`config.mk`:
```
export PLATFORM = sky130hd
export DESIGN_NAME = rgb_led_fader
export DESIGN_NICKNAME = d
export VERILOG_FILES = /design/src/hdl/rlf_pkg.sv /design/src/hdl/rlf_muldiv.sv /design/src/hdl/rgb_led_fader.sv
export VERILOG_INCLUDE_DIRS = /design/src /design/src/hdl
export SDC_FILE = /design/constraint.sdc
export NUM_CORES = 1
export LEC_CHECK = 0
export ABC_AREA = 1
export BUFFER_PORTS_ARGS = -buffer_cell sky130_fd_sc_hd__buf_2
export CORE_UTILIZATION = 50
export CTS_BUF_LIST = sky130_fd_sc_hd__clkbuf_8
export DETAILED_ROUTE_END_ITERATION = 12
export GPL_ROUTABILITY_DRIVEN = 0
export PLACE_DENSITY = 0.74
export SLEW_MARGIN = 20
export SYNTH_ARGS = -nofsm -noshare
export SYNTH_HDL_FRONTEND = slang
export SYNTH_SLANG_ARGS = --single-unit
```
`constraint.sdc`:
```
create_clock -name clk -period 7.8 [get_ports clk]
set_clock_uncertainty 0.1 [all_clocks]
set_input_delay 1.56 -clock clk [delete_from_list [all_inputs] [get_ports clk]]
set_output_delay 1.56 -clock clk [all_outputs]
set_load 0.01 [all_outputs]
```
`src/hdl/assert_macros.svh`:
```
// assertion macros shared by the fader rtl
// expects a clock named clk and an active-high reset named rst in scope
`ifndef ASSERT_MACROS_SVH
`define ASSERT_MACROS_SVH

// antecedent implies consequent in the same cycle
`define RLF_ASSERT_SAME(label, ante, cons) \
  label: assert property (@(posedge clk) disable iff (rst) (ante) |-> (cons)) \
    else $error("rlf assertion failed");

// antecedent implies consequent in the next cycle
`define RLF_ASSERT_NEXT(label, ante, cons) \
  label: assert property (@(posedge clk) disable iff (rst) (ante) |=> (cons)) \
    else $error("rlf assertion failed");

`endif

```
`src/hdl/rlf_pkg.sv`:
```
// types and constants for the rgb led fader
// used by rlf_muldiv and rgb_led_fader; no dependencies
package rlf_pkg;

  localparam int unsigned COMP_W   = 8;
  localparam int unsigned FADE_W   = 16;
  localparam int unsigned DIM_W    = 8;
  localparam int unsigned CFG_W    = 16;
  localparam int unsigned CFG_IDX_W = 2;
  localparam int unsigned STEP_CNT_W = $clog2(2 * COMP_W);

  localparam logic [CFG_IDX_W-1:0] REG_FADE_PERIOD = 2'd0;
  localparam logic [CFG_IDX_W-1:0] REG_DIM_PERIOD  = 2'd1;

  localparam logic [COMP_W-1:0] FULL_SCALE  = 8'd255;
  localparam logic [COMP_W-1:0] LEVEL_RESET = 8'd100;
  localparam logic [FADE_W-1:0] FADE_RESET  = 16'd10;
  localparam logic [DIM_W-1:0]  DIM_RESET   = 8'd255;
  // duty of green at reset: 255 * 100 / 255
  localparam logic [COMP_W-1:0] DUTY_GREEN_RESET = 8'd100;

  typedef struct packed {
    logic              func;
    logic [COMP_W-1:0] red_in;
    logic [COMP_W-1:0] green_in;
    logic [COMP_W-1:0] blue_in;
    logic              set_brightness;
  } in_t;

  typedef struct packed {
    logic [COMP_W-1:0] pwm_red;
    logic [COMP_W-1:0] pwm_green;
    logic [COMP_W-1:0] pwm_blue;
    logic [COMP_W-1:0] now_red;
    logic [COMP_W-1:0] now_green;
    logic [COMP_W-1:0] now_blue;
    logic [COMP_W-1:0] now_intensity;
  } out_t;

  typedef struct packed {
    logic busy;
    logic done;
  } lane_stat_t;

  typedef enum logic {
    S_IDLE,
    S_RUN
  } state_t;

endpackage

```
`src/hdl/rlf_muldiv.sv`:
```
// bit-serial multiply then divide lane: q = (a * b) / d
// shift-add multiply, then restoring divide, one bit per cycle; uses rlf_pkg
`include "assert_macros.svh"

module rlf_muldiv (
  input  logic                       clk,
  input  logic                       rst,
  input  logic                       start,
  input  logic [rlf_pkg::COMP_W-1:0] a,
  input  logic [rlf_pkg::COMP_W-1:0] b,
  input  logic [rlf_pkg::COMP_W-1:0] d,
  output rlf_pkg::lane_stat_t        stat,
  output logic [rlf_pkg::COMP_W-1:0] q
);

  localparam int unsigned W  = rlf_pkg::COMP_W;
  localparam int unsigned CW = rlf_pkg::STEP_CNT_W;
  localparam logic [CW-1:0] LAST = CW'(2 * W - 1);

  logic          busy;
  logic          done;
  logic [CW-1:0] cnt;
  logic [W-1:0]  mcand;
  logic [W-1:0]  dsor;
  // product in multiply phase; remainder and quotient in divide phase
  logic [2*W-1:0] work;
  logic [2*W-1:0] work_next;
  logic [W:0]     sum;
  logic [W:0]     trial;
  logic [W:0]     diff;

  always_comb begin
    sum   = {1'b0, work[2*W-1:W]} + (work[0] ? {1'b0, mcand} : '0);
    trial = {work[2*W-1:W], work[W-1]};
    diff  = trial - {1'b0, dsor};
    if (!cnt[CW-1]) begin
      work_next = {sum, work[W-1:1]};
    end else if (trial >= {1'b0, dsor}) begin
      work_next = {diff[W-1:0], work[W-2:0], 1'b1};
    end else begin
      work_next = {trial[W-1:0], work[W-2:0], 1'b0};
    end
  end

  always_ff @(posedge clk) begin
    if (rst) begin
      busy <= 1'b0;
      done <= 1'b0;
      cnt  <= '0;
    end else if (start) begin
      busy <= 1'b1;
      done <= 1'b0;
      cnt  <= '0;
    end else if (busy) begin
      cnt <= cnt + 1'b1;
      if (cnt == LAST) begin
        busy <= 1'b0;
        done <= 1'b1;
      end
    end
  end

  always_ff @(posedge clk) begin
    if (start) begin
      mcand <= a;
      dsor  <= d;
      work  <= {{W{1'b0}}, b};
    end else if (busy) begin
      work <= work_next;
    end
  end

  assign stat.busy = busy;
  assign stat.done = done;
  assign q         = work[W-1:0];

  `RLF_ASSERT_NEXT(a_start_busy, start, busy && !done)
  `RLF_ASSERT_NEXT(a_last_done, busy && !start && cnt == LAST, done && !busy)
  `RLF_ASSERT_SAME(a_busy_done_excl, busy, !done)

endmodule

```
`src/hdl/rgb_led_fader.sv`:
```
// rgb led fader: every item runs through three bit-serial multiply/divide lanes
// (8 multiply steps, 8 divide steps), one item at a time; the result is
// registered into out_data once all lanes are done and the output is free, and
// the next item can be accepted once the result is loaded
// synchronous reset restores periods 10 and 255, colour (0, 255, 0),
// intensity 100, duty (0, 100, 0)
`include "assert_macros.svh"

module rgb_led_fader (
  input  logic                          clk,
  input  logic                          rst,
  input  logic                          in_valid,
  output logic                          in_ready,
  input  rlf_pkg::in_t                  in_data,
  output logic                          out_valid,
  input  logic                          out_ready,
  output rlf_pkg::out_t                 out_data,
  input  logic                          cfg_we,
  input  logic [rlf_pkg::CFG_IDX_W-1:0] cfg_addr,
  input  logic [rlf_pkg::CFG_W-1:0]     cfg_wdata
);

  localparam int unsigned W  = rlf_pkg::COMP_W;
  localparam int unsigned FW = rlf_pkg::FADE_W;
  localparam int unsigned DW = rlf_pkg::DIM_W;

  function automatic logic [W-1:0] step_toward(input logic [W-1:0] now,
                                               input logic [W-1:0] goal);
    logic [W-1:0] res;
    res = now;
    if (now > goal) begin
      res = now - 1'b1;
    end else if (now < goal) begin
      res = now + 1'b1;
    end
    return res;
  endfunction

  rlf_pkg::state_t state;
  rlf_pkg::state_t state_next;

  logic [FW-1:0] fade_period;
  logic [DW-1:0] dim_period;
  logic [FW-1:0] colour_elapsed;
  logic [DW-1:0] level_elapsed;
  logic [W-1:0]  cur [3];
  logic [W-1:0]  tgt [3];
  logic [W-1:0]  duty [3];
  logic [W-1:0]  level;
  logic [W-1:0]  tgt_level;

  // per-item context held while the lanes run
  logic          op_set;
  logic          op_with_level;
  logic [W-1:0]  op_top;

  logic          accept;
  logic          finish;
  logic [FW-1:0] col_inc;
  logic [DW-1:0] lvl_inc;
  logic          col_step;
  logic          lvl_step;
  logic [W-1:0]  req [3];
  logic [W-1:0]  top;
  logic [W-1:0]  cur_next [3];
  logic [W-1:0]  level_next;
  logic [W-1:0]  lane_a [3];
  logic [W-1:0]  lane_b;
  logic [W-1:0]  lane_d;
  logic [W-1:0]  lane_q [3];
  rlf_pkg::lane_stat_t lane_stat [3];

  // state register and handshake control
  always_ff @(posedge clk) begin
    if (rst) begin
      state <= rlf_pkg::S_IDLE;
    end else begin
      state <= state_next;
    end
  end

  always_comb begin
    state_next = state;
    in_ready   = 1'b0;
    finish     = 1'b0;
    case (state)
      rlf_pkg::S_IDLE: begin
        in_ready = 1'b1;
        if (in_valid) begin
          state_next = rlf_pkg::S_RUN;
        end
      end
      rlf_pkg::S_RUN: begin
        if (lane_stat[0].done && lane_stat[1].done && lane_stat[2].done &&
            (!out_valid || out_ready)) begin
          finish     = 1'b1;
          state_next = rlf_pkg::S_IDLE;
        end
      end
      default: begin
        state_next = rlf_pkg::S_IDLE;
      end
    endcase
  end

  assign accept = in_valid && in_ready;

  // tick arithmetic and lane operand selection
  always_comb begin
    req[0] = in_data.red_in;
    req[1] = in_data.green_in;
    req[2] = in_data.blue_in;
    top = req[0];
    if (req[1] > top) top = req[1];
    if (req[2] > top) top = req[2];

    col_inc  = (colour_elapsed == '1) ? colour_elapsed : colour_elapsed + 1'b1;
    lvl_inc  = (level_elapsed == '1) ? level_elapsed : level_elapsed + 1'b1;
    col_step = col_inc >= fade_period;
    lvl_step = lvl_inc >= dim_period;

    for (int i = 0; i < 3; i++) begin
      cur_next[i] = col_step ? step_toward(cur[i], tgt[i]) : cur[i];
    end
    level_next = lvl_step ? step_toward(level, tgt_level) : level;

    if (in_data.func) begin
      for (int i = 0; i < 3; i++) begin
        lane_a[i] = req[i];
      end
      lane_b = rlf_pkg::FULL_SCALE;
      lane_d = top;
    end else begin
      for (int i = 0; i < 3; i++) begin
        lane_a[i] = cur_next[i];
      end
      lane_b = level_next;
      lane_d = rlf_pkg::FULL_SCALE;
    end
  end

  for (genvar g = 0; g < 3; g++) begin : g_lane
    rlf_muldiv u_lane (
      .clk   (clk),
      .rst   (rst),
      .start (accept),
      .a     (lane_a[g]),
      .b     (lane_b),
      .d     (lane_d),
      .stat  (lane_stat[g]),
      .q     (lane_q[g])
    );
  end

  always_ff @(posedge clk) begin
    if (rst) begin
      fade_period    <= rlf_pkg::FADE_RESET;
      dim_period     <= rlf_pkg::DIM_RESET;
      colour_elapsed <= '0;
      level_elapsed  <= '0;
      cur[0]         <= '0;
      cur[1]         <= rlf_pkg::FULL_SCALE;
      cur[2]         <= '0;
      tgt[0]         <= '0;
      tgt[1]         <= rlf_pkg::FULL_SCALE;
      tgt[2]         <= '0;
      duty[0]        <= '0;
      duty[1]        <= rlf_pkg::DUTY_GREEN_RESET;
      duty[2]        <= '0;
      level          <= rlf_pkg::LEVEL_RESET;
      tgt_level      <= rlf_pkg::LEVEL_RESET;
      out_valid      <= 1'b0;
    end else begin
      if (cfg_we && cfg_addr == rlf_pkg::REG_FADE_PERIOD) begin
        fade_period <= cfg_wdata[FW-1:0];
      end
      if (cfg_we && cfg_addr == rlf_pkg::REG_DIM_PERIOD) begin
        dim_period <= cfg_wdata[DW-1:0];
      end

      // a tick updates the faded values at once; duties follow from the lanes
      if (accept && !in_data.func) begin
        colour_elapsed <= col_step ? '0 : col_inc;
        level_elapsed  <= lvl_step ? '0 : lvl_inc;
        for (int i = 0; i < 3; i++) begin
          cur[i] <= cur_next[i];
        end
        level <= level_next;
      end

      if (finish) begin
        out_valid <= 1'b1;
        if (op_set) begin
          for (int i = 0; i < 3; i++) begin
            // black request divides by zero: force a black target
            tgt[i] <= (op_top == '0) ? '0 : lane_q[i];
          end
          if (op_with_level) begin
            tgt_level <= op_top;
          end
        end else begin
          for (int i = 0; i < 3; i++) begin
            duty[i] <= lane_q[i];
          end
        end
      end else if (out_ready) begin
        out_valid <= 1'b0;
      end
    end
  end

  always_ff @(posedge clk) begin
    if (accept) begin
      op_set        <= in_data.func;
      op_with_level <= in_data.set_brightness;
      op_top        <= top;
    end
    if (finish) begin
      out_data.pwm_red       <= op_set ? duty[0] : lane_q[0];
      out_data.pwm_green     <= op_set ? duty[1] : lane_q[1];
      out_data.pwm_blue      <= op_set ? duty[2] : lane_q[2];
      out_data.now_red       <= cur[0];
      out_data.now_green     <= cur[1];
      out_data.now_blue      <= cur[2];
      out_data.now_intensity <= level;
    end
  end

  `RLF_ASSERT_NEXT(a_accept_runs, accept, state == rlf_pkg::S_RUN && lane_stat[0].busy)
  `RLF_ASSERT_NEXT(a_finish_out, finish, out_valid && in_ready)
  `RLF_ASSERT_SAME(a_lanes_lockstep, state == rlf_pkg::S_RUN,
                   lane_stat[0] == lane_stat[1] && lane_stat[1] == lane_stat[2])

endmodule

```
# Yosys cells after proc, flatten, opt, wreduce, memory -nomap -nowiden
# Memory sizes are Yosys's and may differ from the RTL's.
# Index checks and enable logic that the tools add are counted.
# totals
out_inout_bits	58
ramBits	72
mem_count	3
elab_cells	191
ff_bits	230
# classes
addsub	19
n_bitwise	10
n_reduce_logical	21
n_lt_le_gt_ge	15
muxes	80
n_eq_ne	6
# memory_table
name	depth	word_bits	read_ports	rd_ports_with_merged_regs	wr	line_no	rtl
cur	3	8	3	0	3	rgb_led_fader.sv:46	logic [W-1:0] cur [3];
duty	3	8	3	0	3	rgb_led_fader.sv:48	logic [W-1:0] duty [3];
tgt	3	8	3	0	3	rgb_led_fader.sv:47	logic [W-1:0] tgt [3];
# op_table
op	n
$mux W8	41
$mux W16	8
$gt A8 B8 Y1	6
$add A8 B1 Y8 const B	5
$lt A8 B8 Y1	4
$sub A8 B1 Y8 const B	4
$mux W1	29
$add A8 B8 Y9	3
$ge A9 B8 Y1	3
$mux W24	1
$sub A8 B8 Y8	3
$add A16 B1 Y16 const B	1
$eq A16 B16 Y1 const B	1
$ge A16 B16 Y1	1
$add A4 B1 Y4 const B	3
$eq A4 B4 Y1 const B	3
$or A1 B1 Y1	9
$eq A8 B8 Y1 const B	1
$ge A8 B8 Y1	1
$logic_not A8 Y1	1
$reduce_bool A2 Y1	4
$logic_and A1 B1 Y1	7
$reduce_and A2 Y1	3
$reduce_and A3 Y1	1
7 further kinds	8

# Logic depth before layout (Yosys ltp)
# Gate-level depths: netlist of the first run.
# logic_depth
ltp_word	9
depth_mapped	21
ltp_nobuf	21

# Cells and area by module
# A second synthesis of the first run with hierarchy kept.
# unflattened
cells_unflattened	2468
hier_area_um2	19358.6
# modules_own_cells
module	cells_each	instances	area_per_inst_um2
rgb_led_fader	1464	1	11701.2
rlf_muldiv (g_lane[0].u_lane ...)	335	2	2573.7
rlf_muldiv (g_lane[2].u_lane)	334	1	2509.9

# Worst setup path after synthesis of the first run
# No wires, ideal clock.
# synth_path
path_kind	input-to-reg
startpoint	in out_ready
endpoint	mem duty[0][0] (netlist bit), enable pin
slack_ps	2654
t_required_ps	7261
cell_stages	6
arrival_time_ps	4607
cell_sequence	inv_1 > nand2_1 > nand4_2 > nor2_4 > inv_2 > o21ai_0
# synth_rtl
element	line_no	rtl
start, declared	rgb_led_fader.sv:16	input logic out_ready,
end, declared	rgb_led_fader.sv:48	

# Worst setup path after layout of the first run
# layout_path
startpoint	in in_data[24] (netlist bit)
endpoint	reg g_lane[1].u_lane.dsor[7], data pin
# layout_between
elab_chain_len	4
# layout_lines
element	line_no	rtl
start, declared	rgb_led_fader.sv:14	input rlf_pkg::in_t in_data,
$gt A8 B8 Y1	rgb_led_fader.sv:114	if (req[1] > top) top = req[1];
$mux W8 (*)	rgb_led_fader.sv:114	
$gt A8 B8 Y1	rgb_led_fader.sv:115	if (req[2] > top) top = req[2];
$mux W8 (*)	rgb_led_fader.sv:115	
end signal, assigned	rlf_muldiv.sv:66	dsor <= d;
end, declared	rlf_muldiv.sv:24	logic [W-1:0] dsor;
# Mark *: on every way between the ends. The rest lies on a longest branch, timed or not.
# A chain may end at the register's enable or synchronous reset.

==> results.ini, run 1 <==
[critical_path]
cp.required_ns = 8.05
cp_max_fo = 9
worstSetupStartpointType = input pin
worst_path_max_delay_cell = ha_1
crit_family = simple AND/OR/NAND/NOR gates
critical_path_class = in2reg
cpMostUsedCell = nand2_1
crit_path_cell_trace = buf_2, inv_1, ha_1, nand2_1, nor2_1, nand2_1, o211ai_2, nand2_1, nand2_1, nand2_1, ha_1, a21oi_1, o21ai_0, nand2_1, o211ai_1, nand2_1, inv_1, nand2_1, nand3_1
slowest_delay_ns = 0.30
cp.buffers_inverters = 3
critPathCaptureType = register
cp.arrival_ns = 4.47

[synth]
synth-edff-count = 194
synth-simple-area-share_pct = 27.37
synth.avg_cell_area_um2 = 7.883
synthXorXnorAreaFrac_pct = 1.790
yosysSeqAreaShare_pct = 43.12
ys_warn_count = 0
synth-async-reset-ratio_pct = 0
synth_area_leaders = edfxtp_1 (31%), nand2_1 (14%), dfxtp_1 (12%)
synth.top_cell.area_share_pct = 31.45
synth_mux_area_share_pct = 0
synthFlopType = edfxtp_1
synth_cell_types = 56
synth_area_um2 = 18520
syn_nets = 2538
yosys_register_bits = 302
yosys.area_share.adder_pct = 9.632
postSynthCellCount = 2350
synth_top_family_by_area = simple AND/OR/NAND/NOR gates
synth_compound_area_share_pct = 9.909
yosysTopAreaCell = edfxtp_1

[placement]
io_buffers = 106
dp_hpwl_um = 36280

[clock_tree]
cts.path.max_buffers = 3
numCtsBuffers = 53
cts_hold_buffers = 0
path_clk_slew_ns = 0.06
h-tree-depth = 2
cts-root-buf = clkbuf_8
cts_resized = 0
cts_tree = built
clock_sinks = 302
post_cts_buffers = 0
clock_latency_ns = 0.64

[floorplanning]
core-area_um2 = 36520
initial_core_util_pct = 50.72
rows = 70
ios = 107
die_area_um2 = 37820
die_width_um = 194.5
fp.dieH_um = 194.5

[route]
drt_iter0_drc = 1424
wl_per_cell_um = 16.55
vias = 16291
vias_per_cell = 5.498
antenna_left = 0
drc = 0
drt-pass1-iter-count = 6
wl_um = 49050

[outcome]
outcome = finished, final reports clean

[pwr]
ir_drop_mv = 0.1381
cellPowerDensity_nw_per_um2 = 196.6
p_leak_nw = 9.855

[timing]
tightest_slew_ns = 1.068
period_needed_ns = 4.220
slew_headroom_pct = 28.64
rsz0062_at_grt = no
fmax_mhz = 237.0
finalSetupViolCount = 0
whs_ns = 0.3642
finalHoldViolCount = 0
fin_setup_tns_ns = 0
fin_crit_sh_pct = 54.11
finalMaxSlewViolations = 0

[final_layout]
syn_to_final_growth_pct = 10.25
antenna_cells = 0
drive_above_1_share_pct = 11.14
nets = 2640
fillers = 3335

[grt]
grt_antenna_before_repair = 0
grt_pass1_wl_um = 78340
grtUsageTotal_pct = 25.98
grt_overflow = 0
grt_start_max_net_pins = 85
first_global_vias = 15180

[flow_run]
max_cap_viol_count = 0

[worst_hold_path]
hp-class = reg2reg

==> synthesized netlist by cell type (all sizes together) (2+ instances only) <==
master / instances
or2: 9
nand3: 166
a21oi: 136
a31oi: 4
o21a: 6
nand4: 26
xnor2: 5
o311a: 2
nand3b: 24
o21ai: 152
a21o: 3
nand2: 681
dfxtp: 108
ha: 133
clkbuf: 34
or4: 2
o22ai: 6
o21bai: 5
buf: 29
inv: 322
nor4: 4
nor3: 30
o211ai: 19
xor2: 32
fa: 6
edfxtp: 194
nor2: 207
a21boi: 2
==> per-stage QoR <==
step	cells	cell area [µm²]	worst slack, ns	total power, W	utilization, %
floorplan	2350	18520	2.654	0.002386	-
global placement	2865	19370	3.107	0.002562	53.05
detailed placement	2865	19380	3.015	0.002586	53.07
CTS	2963	20420	3.679	0.004026	55.92
global route	2963	20420	3.190	0.004205	55.92
finish	2963	20420	3.580	0.004014	55.92
==> power breakdown <==
part	internal, W	switching, W	total [W]
Clock	0.000769	0.000676	0.00144
Sequential	0.00179	0.0000755	0.00187
Combinational	0.000234	0.000468	0.000702
==> flip-flops by register name (all words and copies together) (netlist names), 8 cells and up <==
register and flops:
colour_elapsed 16, cur 24, dim_period 8, duty 24, fade_period 16, g_lane.u_lane.cnt 12
g_lane.u_lane.dsor 8, g_lane.u_lane.mcand 24, g_lane.u_lane.work 48, level 8, level_elapsed 8, op_top 8
out_data 56, tgt 24, tgt_level 8
==> kinds of logic (layout without fill, tap and decap cells) <==
family / count (synthesis) / in the layout
flops: 302 / 302
xor+xnor: 37 / 37
fa+ha+maj: 139 / 139
compound gates: 336 / 336
buf+inv: 385 / 530
simple gates: 1151 / 1151
==> layer usage <==
| metal | wire, µm | track usage [%] | share of wire, % | vias up |
|---|---|---|---|---|
| li1 | - | - | - | 7955 |
| met4 | 1938 | 11.08 | 4.0 | 0 |
| met3 | 4209 | 4.754 | 8.6 | 120 |
| met2 | 21630 | 40.44 | 44 | 726 |
| met5 | 0 | 0 | 0 | - |
| met1 | 21270 | 35.41 | 43 | 7490 |
==> tightest hold or removal path: cells and delay by family (launching register included) <==
family	cells	cell delay, ns
DFF	1	0.29
buffers and inverters	1	0.07
AOI/OAI and AO/OA	1	0.06
==> final cells by class <==
class | instances | area, µm² | area share, %
Clock buffer | 60 | 825.8 | 4.044
Inverter | 322 | 1211 | 5.931
Tap cell | 468 | 585.6 | 2.867
Sequential cell | 302 | 7988 | 39.11
Multi-Input combinational cell | 1663 | 9037 | 44.25
Clock inverter | 38 | 214.0 | 1.048
Timing Repair Buffer | 110 | 560.5 | 2.745
==> path summary, 6_finish.rpt <==
path / start / to / slack, ns / depth (start not counted)
min reg2reg: fade_period[4] / fade_period[4] / 0.36 / 2
min: fade_period[4] / fade_period[4] / 0.36 / 2
max reg2reg: colour_elapsed[0] / g_lane[0].u_lane.mcand[1] / 3.79 / 19
max: in_data[24] / g_lane[1].u_lane.dsor[7] / 3.58 / 19
==> cell usage in the layout, fill, tap and decap left out, types with 7 or more instances in the layout <==
master	instances
ha_1	133
o21ai_1	25
nor3_1	22
nand3b_1	23
a21oi_1	134
xor2_1	31
nor3_2	8
dfxtp_1	108
nand2_2	11
inv_1	328
nor2_4	7
nor2_2	19
edfxtp_1	194
o211ai_1	18
nand4_1	20
clkbuf_8	60
o21ai_0	120
inv_2	19
nor2_1	178
nand3_1	161
nand2_1	669
buf_2	106
Power figures use the tool's default switching activity.
==> run 2: changes to the inputs <==
--- a/config.mk
+++ b/config.mk
@@ -12,7 +12,7 @@
 export CTS_BUF_LIST = sky130_fd_sc_hd__clkbuf_8
 export DETAILED_ROUTE_END_ITERATION = 12
 export GPL_ROUTABILITY_DRIVEN = 0
-export PLACE_DENSITY = 0.74
+export PLACE_DENSITY = 0.77
 export SLEW_MARGIN = 20
 export SYNTH_ARGS = -nofsm -noshare
 export SYNTH_HDL_FRONTEND = slang
==> constraint.sdc (replaced) <==
create_clock -name clk -period 3.6 [get_ports clk]
set_clock_uncertainty 0.1 [all_clocks]
set_input_delay 0.72 -clock clk [delete_from_list [all_inputs] [get_ports clk]]
set_output_delay 0.72 -clock clk [all_outputs]
set_load 0.01 [all_outputs]
==> run 2 against run 1 <==
Clock power up 110%; sequential cell count is the same; non-clock buffer count is 11 higher; die area did not move; routed wire length is 0.50% lower; utilization up 0.29 points; cell area rose by 0.53%; register-to-register slack got worse by 3.5 ns; sequential power is 120% higher; largest power group unchanged.
==> results.ini, run 2 (synthesis gave the netlist of run 1 again) <==
[critical_path]
cp.required_ns = 3.89  ; -4.16 ns
ff2ff_setup_slack_ns = 0.27  ; -3.52 ns
critPathCaptureType = register
r2r_cells = 20  ; +1
cp_max_fo = 25  ; +16
crit_family = simple AND/OR/NAND/NOR gates
r2r_end = g_lane[2].u_lane.mcand[4]
worstSetupStartpointType = register
rr_startpoint = colour_elapsed[1]
crit_path_cell_trace = ha_1, nand2_1, inv_1, nand3_4, nor2_4, nand3b_2, nor2_4, o21ai_0, nand2_1, inv_1, ha_1, a21oi_1, o21ai_0, a21oi_2, nand3_4, buf_12, nand2_1, nand2_1, nand3_1, nand2_1
worst_path_max_delay_cell = dfxtp_1
cp.buffers_inverters = 3  ; unchanged
cpMostUsedCell = nand2_1
cp.arrival_ns = 3.61  ; -0.86 ns
crit_path_start = colour_elapsed[1]
slowest_delay_ns = 0.36  ; +0.06 ns
critical_path_class = reg2reg

[final_layout]
stdcell_count = 2976  ; +0.44%
reg_top3 = out_data: 56 flops, g_lane.u_lane.work: 48 flops
mostFrequentLayoutCells = nand2_1 (665), inv_1 (324), edfxtp_1 (194)
regMostFlops = out_data
syn_to_final_growth_pct = 10.83
seqCellArea_um2 = 7988  ; unchanged
nets = 2650  ; +0.38%
final_common_cell = nand2_1
fillers = 3208  ; -3.8%
largest_reg_flops = 56  ; unchanged
drive_above_1_share_pct = 11.65  ; +0.51 points
multi_input_area_um2 = 9060  ; +0.25%

[floorplanning]
die_area_um2 = 37820  ; unchanged
core-area_um2 = 36520  ; unchanged
die_width_um = 194.5  ; unchanged
ios = 107  ; unchanged
rows = 70  ; unchanged
initial_core_util_pct = 50.72  ; unchanged
fp.dieH_um = 194.5  ; unchanged

[route]
vias = 16498  ; +1.3%
drt_iter0_drc = 1398  ; -1.8%
vias_per_cell = 5.544  ; +0.83%
drc = 0  ; unchanged
wl_per_cell_um = 16.40  ; -0.93%
wl_um = 48800  ; -0.50%
drt-pass1-iter-count = 6  ; unchanged
antenna_left = 0  ; unchanged

[grt]
grt_start_max_net_pins = 90  ; +5.9%
grt_overflow = 0  ; unchanged
first_global_vias = 15484  ; +2.0%
grt_antenna_before_repair = 5  ; +5
grtUsageTotal_pct = 25.77  ; -0.21 points
grt_pass1_wl_um = 77890  ; -0.58%

[pwr]
ir_drop_mv = 0.3274  ; +140%
p_leak_nw = 9.887  ; +0.33%
cellPowerDensity_nw_per_um2 = 419.8  ; +110%

[clock_tree]
clock_latency_ns = 0.64  ; about the same
path_clk_slew_ns = 0.06  ; about the same
cts_tree = built
cts.path.max_buffers = 3  ; unchanged
cts-root-buf = clkbuf_8
clock_sinks = 302  ; unchanged
h-tree-depth = 2  ; unchanged
cts_hold_buffers = 0  ; unchanged
numCtsBuffers = 52  ; -1.9%

[timing]
finalHoldViolCount = 0  ; unchanged
rsz0062_at_grt = no
fmax_mhz = 300.5
finalSetupViolCount = 0  ; unchanged
slew_headroom_pct = 29.38  ; +0.74 points
fin_setup_tns_ns = 0  ; unchanged
period_needed_ns = 3.328
finalMaxSlewViolations = 0  ; unchanged
tightest_slew_ns = 1.059  ; -0.008580 ns
fin_crit_sh_pct = 92.44

[worst_hold_path]
hold_path_end = op_with_level
worstHoldStart = in_data[0]
hp-class = in2reg
worstHoldPathCells = 1  ; -1

[outcome]
outcome = finished, final reports clean

[placement]
io_buffers = 106  ; unchanged
dp.cells = 2876  ; +0.38%
dp_hpwl_um = 36110  ; -0.49%

[flow_run]
max_cap_viol_count = 0  ; unchanged

[run 2: cell types whose count changed in the layout (fill, tap and decap cells not counted), moves of 2 or more]
cell,before,now
buf_4,4,11
clkinv_1,3,9
clkbuf_8,60,55
inv_1,328,324
nand2_1,669,665
nand2_2,11,15
buf_12,0,3
clkinv_2,4,7
diode_2,0,2
[run 2: timing repair]
action                                  in CTS  in global routing
endpoints found under the setup margin       0                 53
gates resized for setup                      0                  7
buffers inserted                             0                  0
[run 2: power breakdown]
group / total, W / internal [W] / switching, W / leakage [nW]
Clock: 0.00303 / 0.00156 / 0.00146 / 0.593
Sequential: 0.00405 / 0.00388 / 0.000167 / 2.70
Combinational: 0.00154 / 0.000523 / 0.00102 / 6.60
[run 2: cell type report]
cell class | count | share of cell area, %
flip-flops and latches | 302 | 38.91
clock buffers | 55 | 3.687
repair buffers | 121 | 3.334
clock inverters | 43 | 1.164
multi-input cells | 1663 | 44.13
well taps | 468 | 2.852
diodes | 2 | 0.02438
inverters | 322 | 5.900
[run 2: metrics by stage]
stage / worst slack [ns] / util, % / total power, W / cell area (µm²) / hold WS (ns)
5_1_grt: 0.002779 / 56.20 / 0.009031 / 20530 / 0.1677
6_report: 0.2723 / 56.21 / 0.008618 / 20530 / 0.1932
3_3_place_gp: 0.1305 / 53.38 / 0.005559 / 19490 / 0.3530
4_1_cts: 0.1344 / 56.10 / 0.008630 / 20490 / 0.1582
3_5_place_dp: 0.008031 / 53.38 / 0.005620 / 19490 / 0.3593
2_1_floorplan: 0.3196 / - / 0.005168 / 18530 / 0.3314
[run 2: metal layers]
metal	global-route usage, %	vias to the layer above	part of all wire, %
li1	-	7978	-
met1	33.46	7686	42
met2	41.99	704	46
met3	4.841	124	8.7
met4	11.05	6	3.7
met5	0	-	0.076
[run 2: worst reg2reg max path, cell delays in order (launching register included)]
cell,delay [ns]
dfxtp_1,0.36
ha_1,0.18
nand2_1,0.08
inv_1,0.13
nand3_4,0.11
nor2_4,0.13
nand3b_2,0.12
nor2_4,0.16
o21ai_0,0.10
nand2_1,0.10
inv_1,0.05
ha_1,0.30
a21oi_1,0.13
o21ai_0,0.11
a21oi_2,0.23
nand3_4,0.14
buf_12,0.18
nand2_1,0.07
nand2_1,0.06
nand3_1,0.16
nand2_1,0.07
[run 2: how the worst max path moves through the flow]
| stage | depth (start not counted) | slack [ns] | endpoint |
|---|---|---|---|
| after detailed placement | 19 | 0.008 | g_lane[1].u_lane.dsor[3] |
| after global placement | 19 | 0.13 | g_lane[1].u_lane.dsor[3] |
| after floorplan | 18 | 0.32 | g_lane[1].u_lane.dsor[0] |
| after CTS | 18 | 0.13 | g_lane[2].u_lane.work[6] |
| after global routing | 20 | 0.003 | g_lane[2].u_lane.mcand[4] |
| final | 20 | 0.27 | g_lane[2].u_lane.mcand[4] |
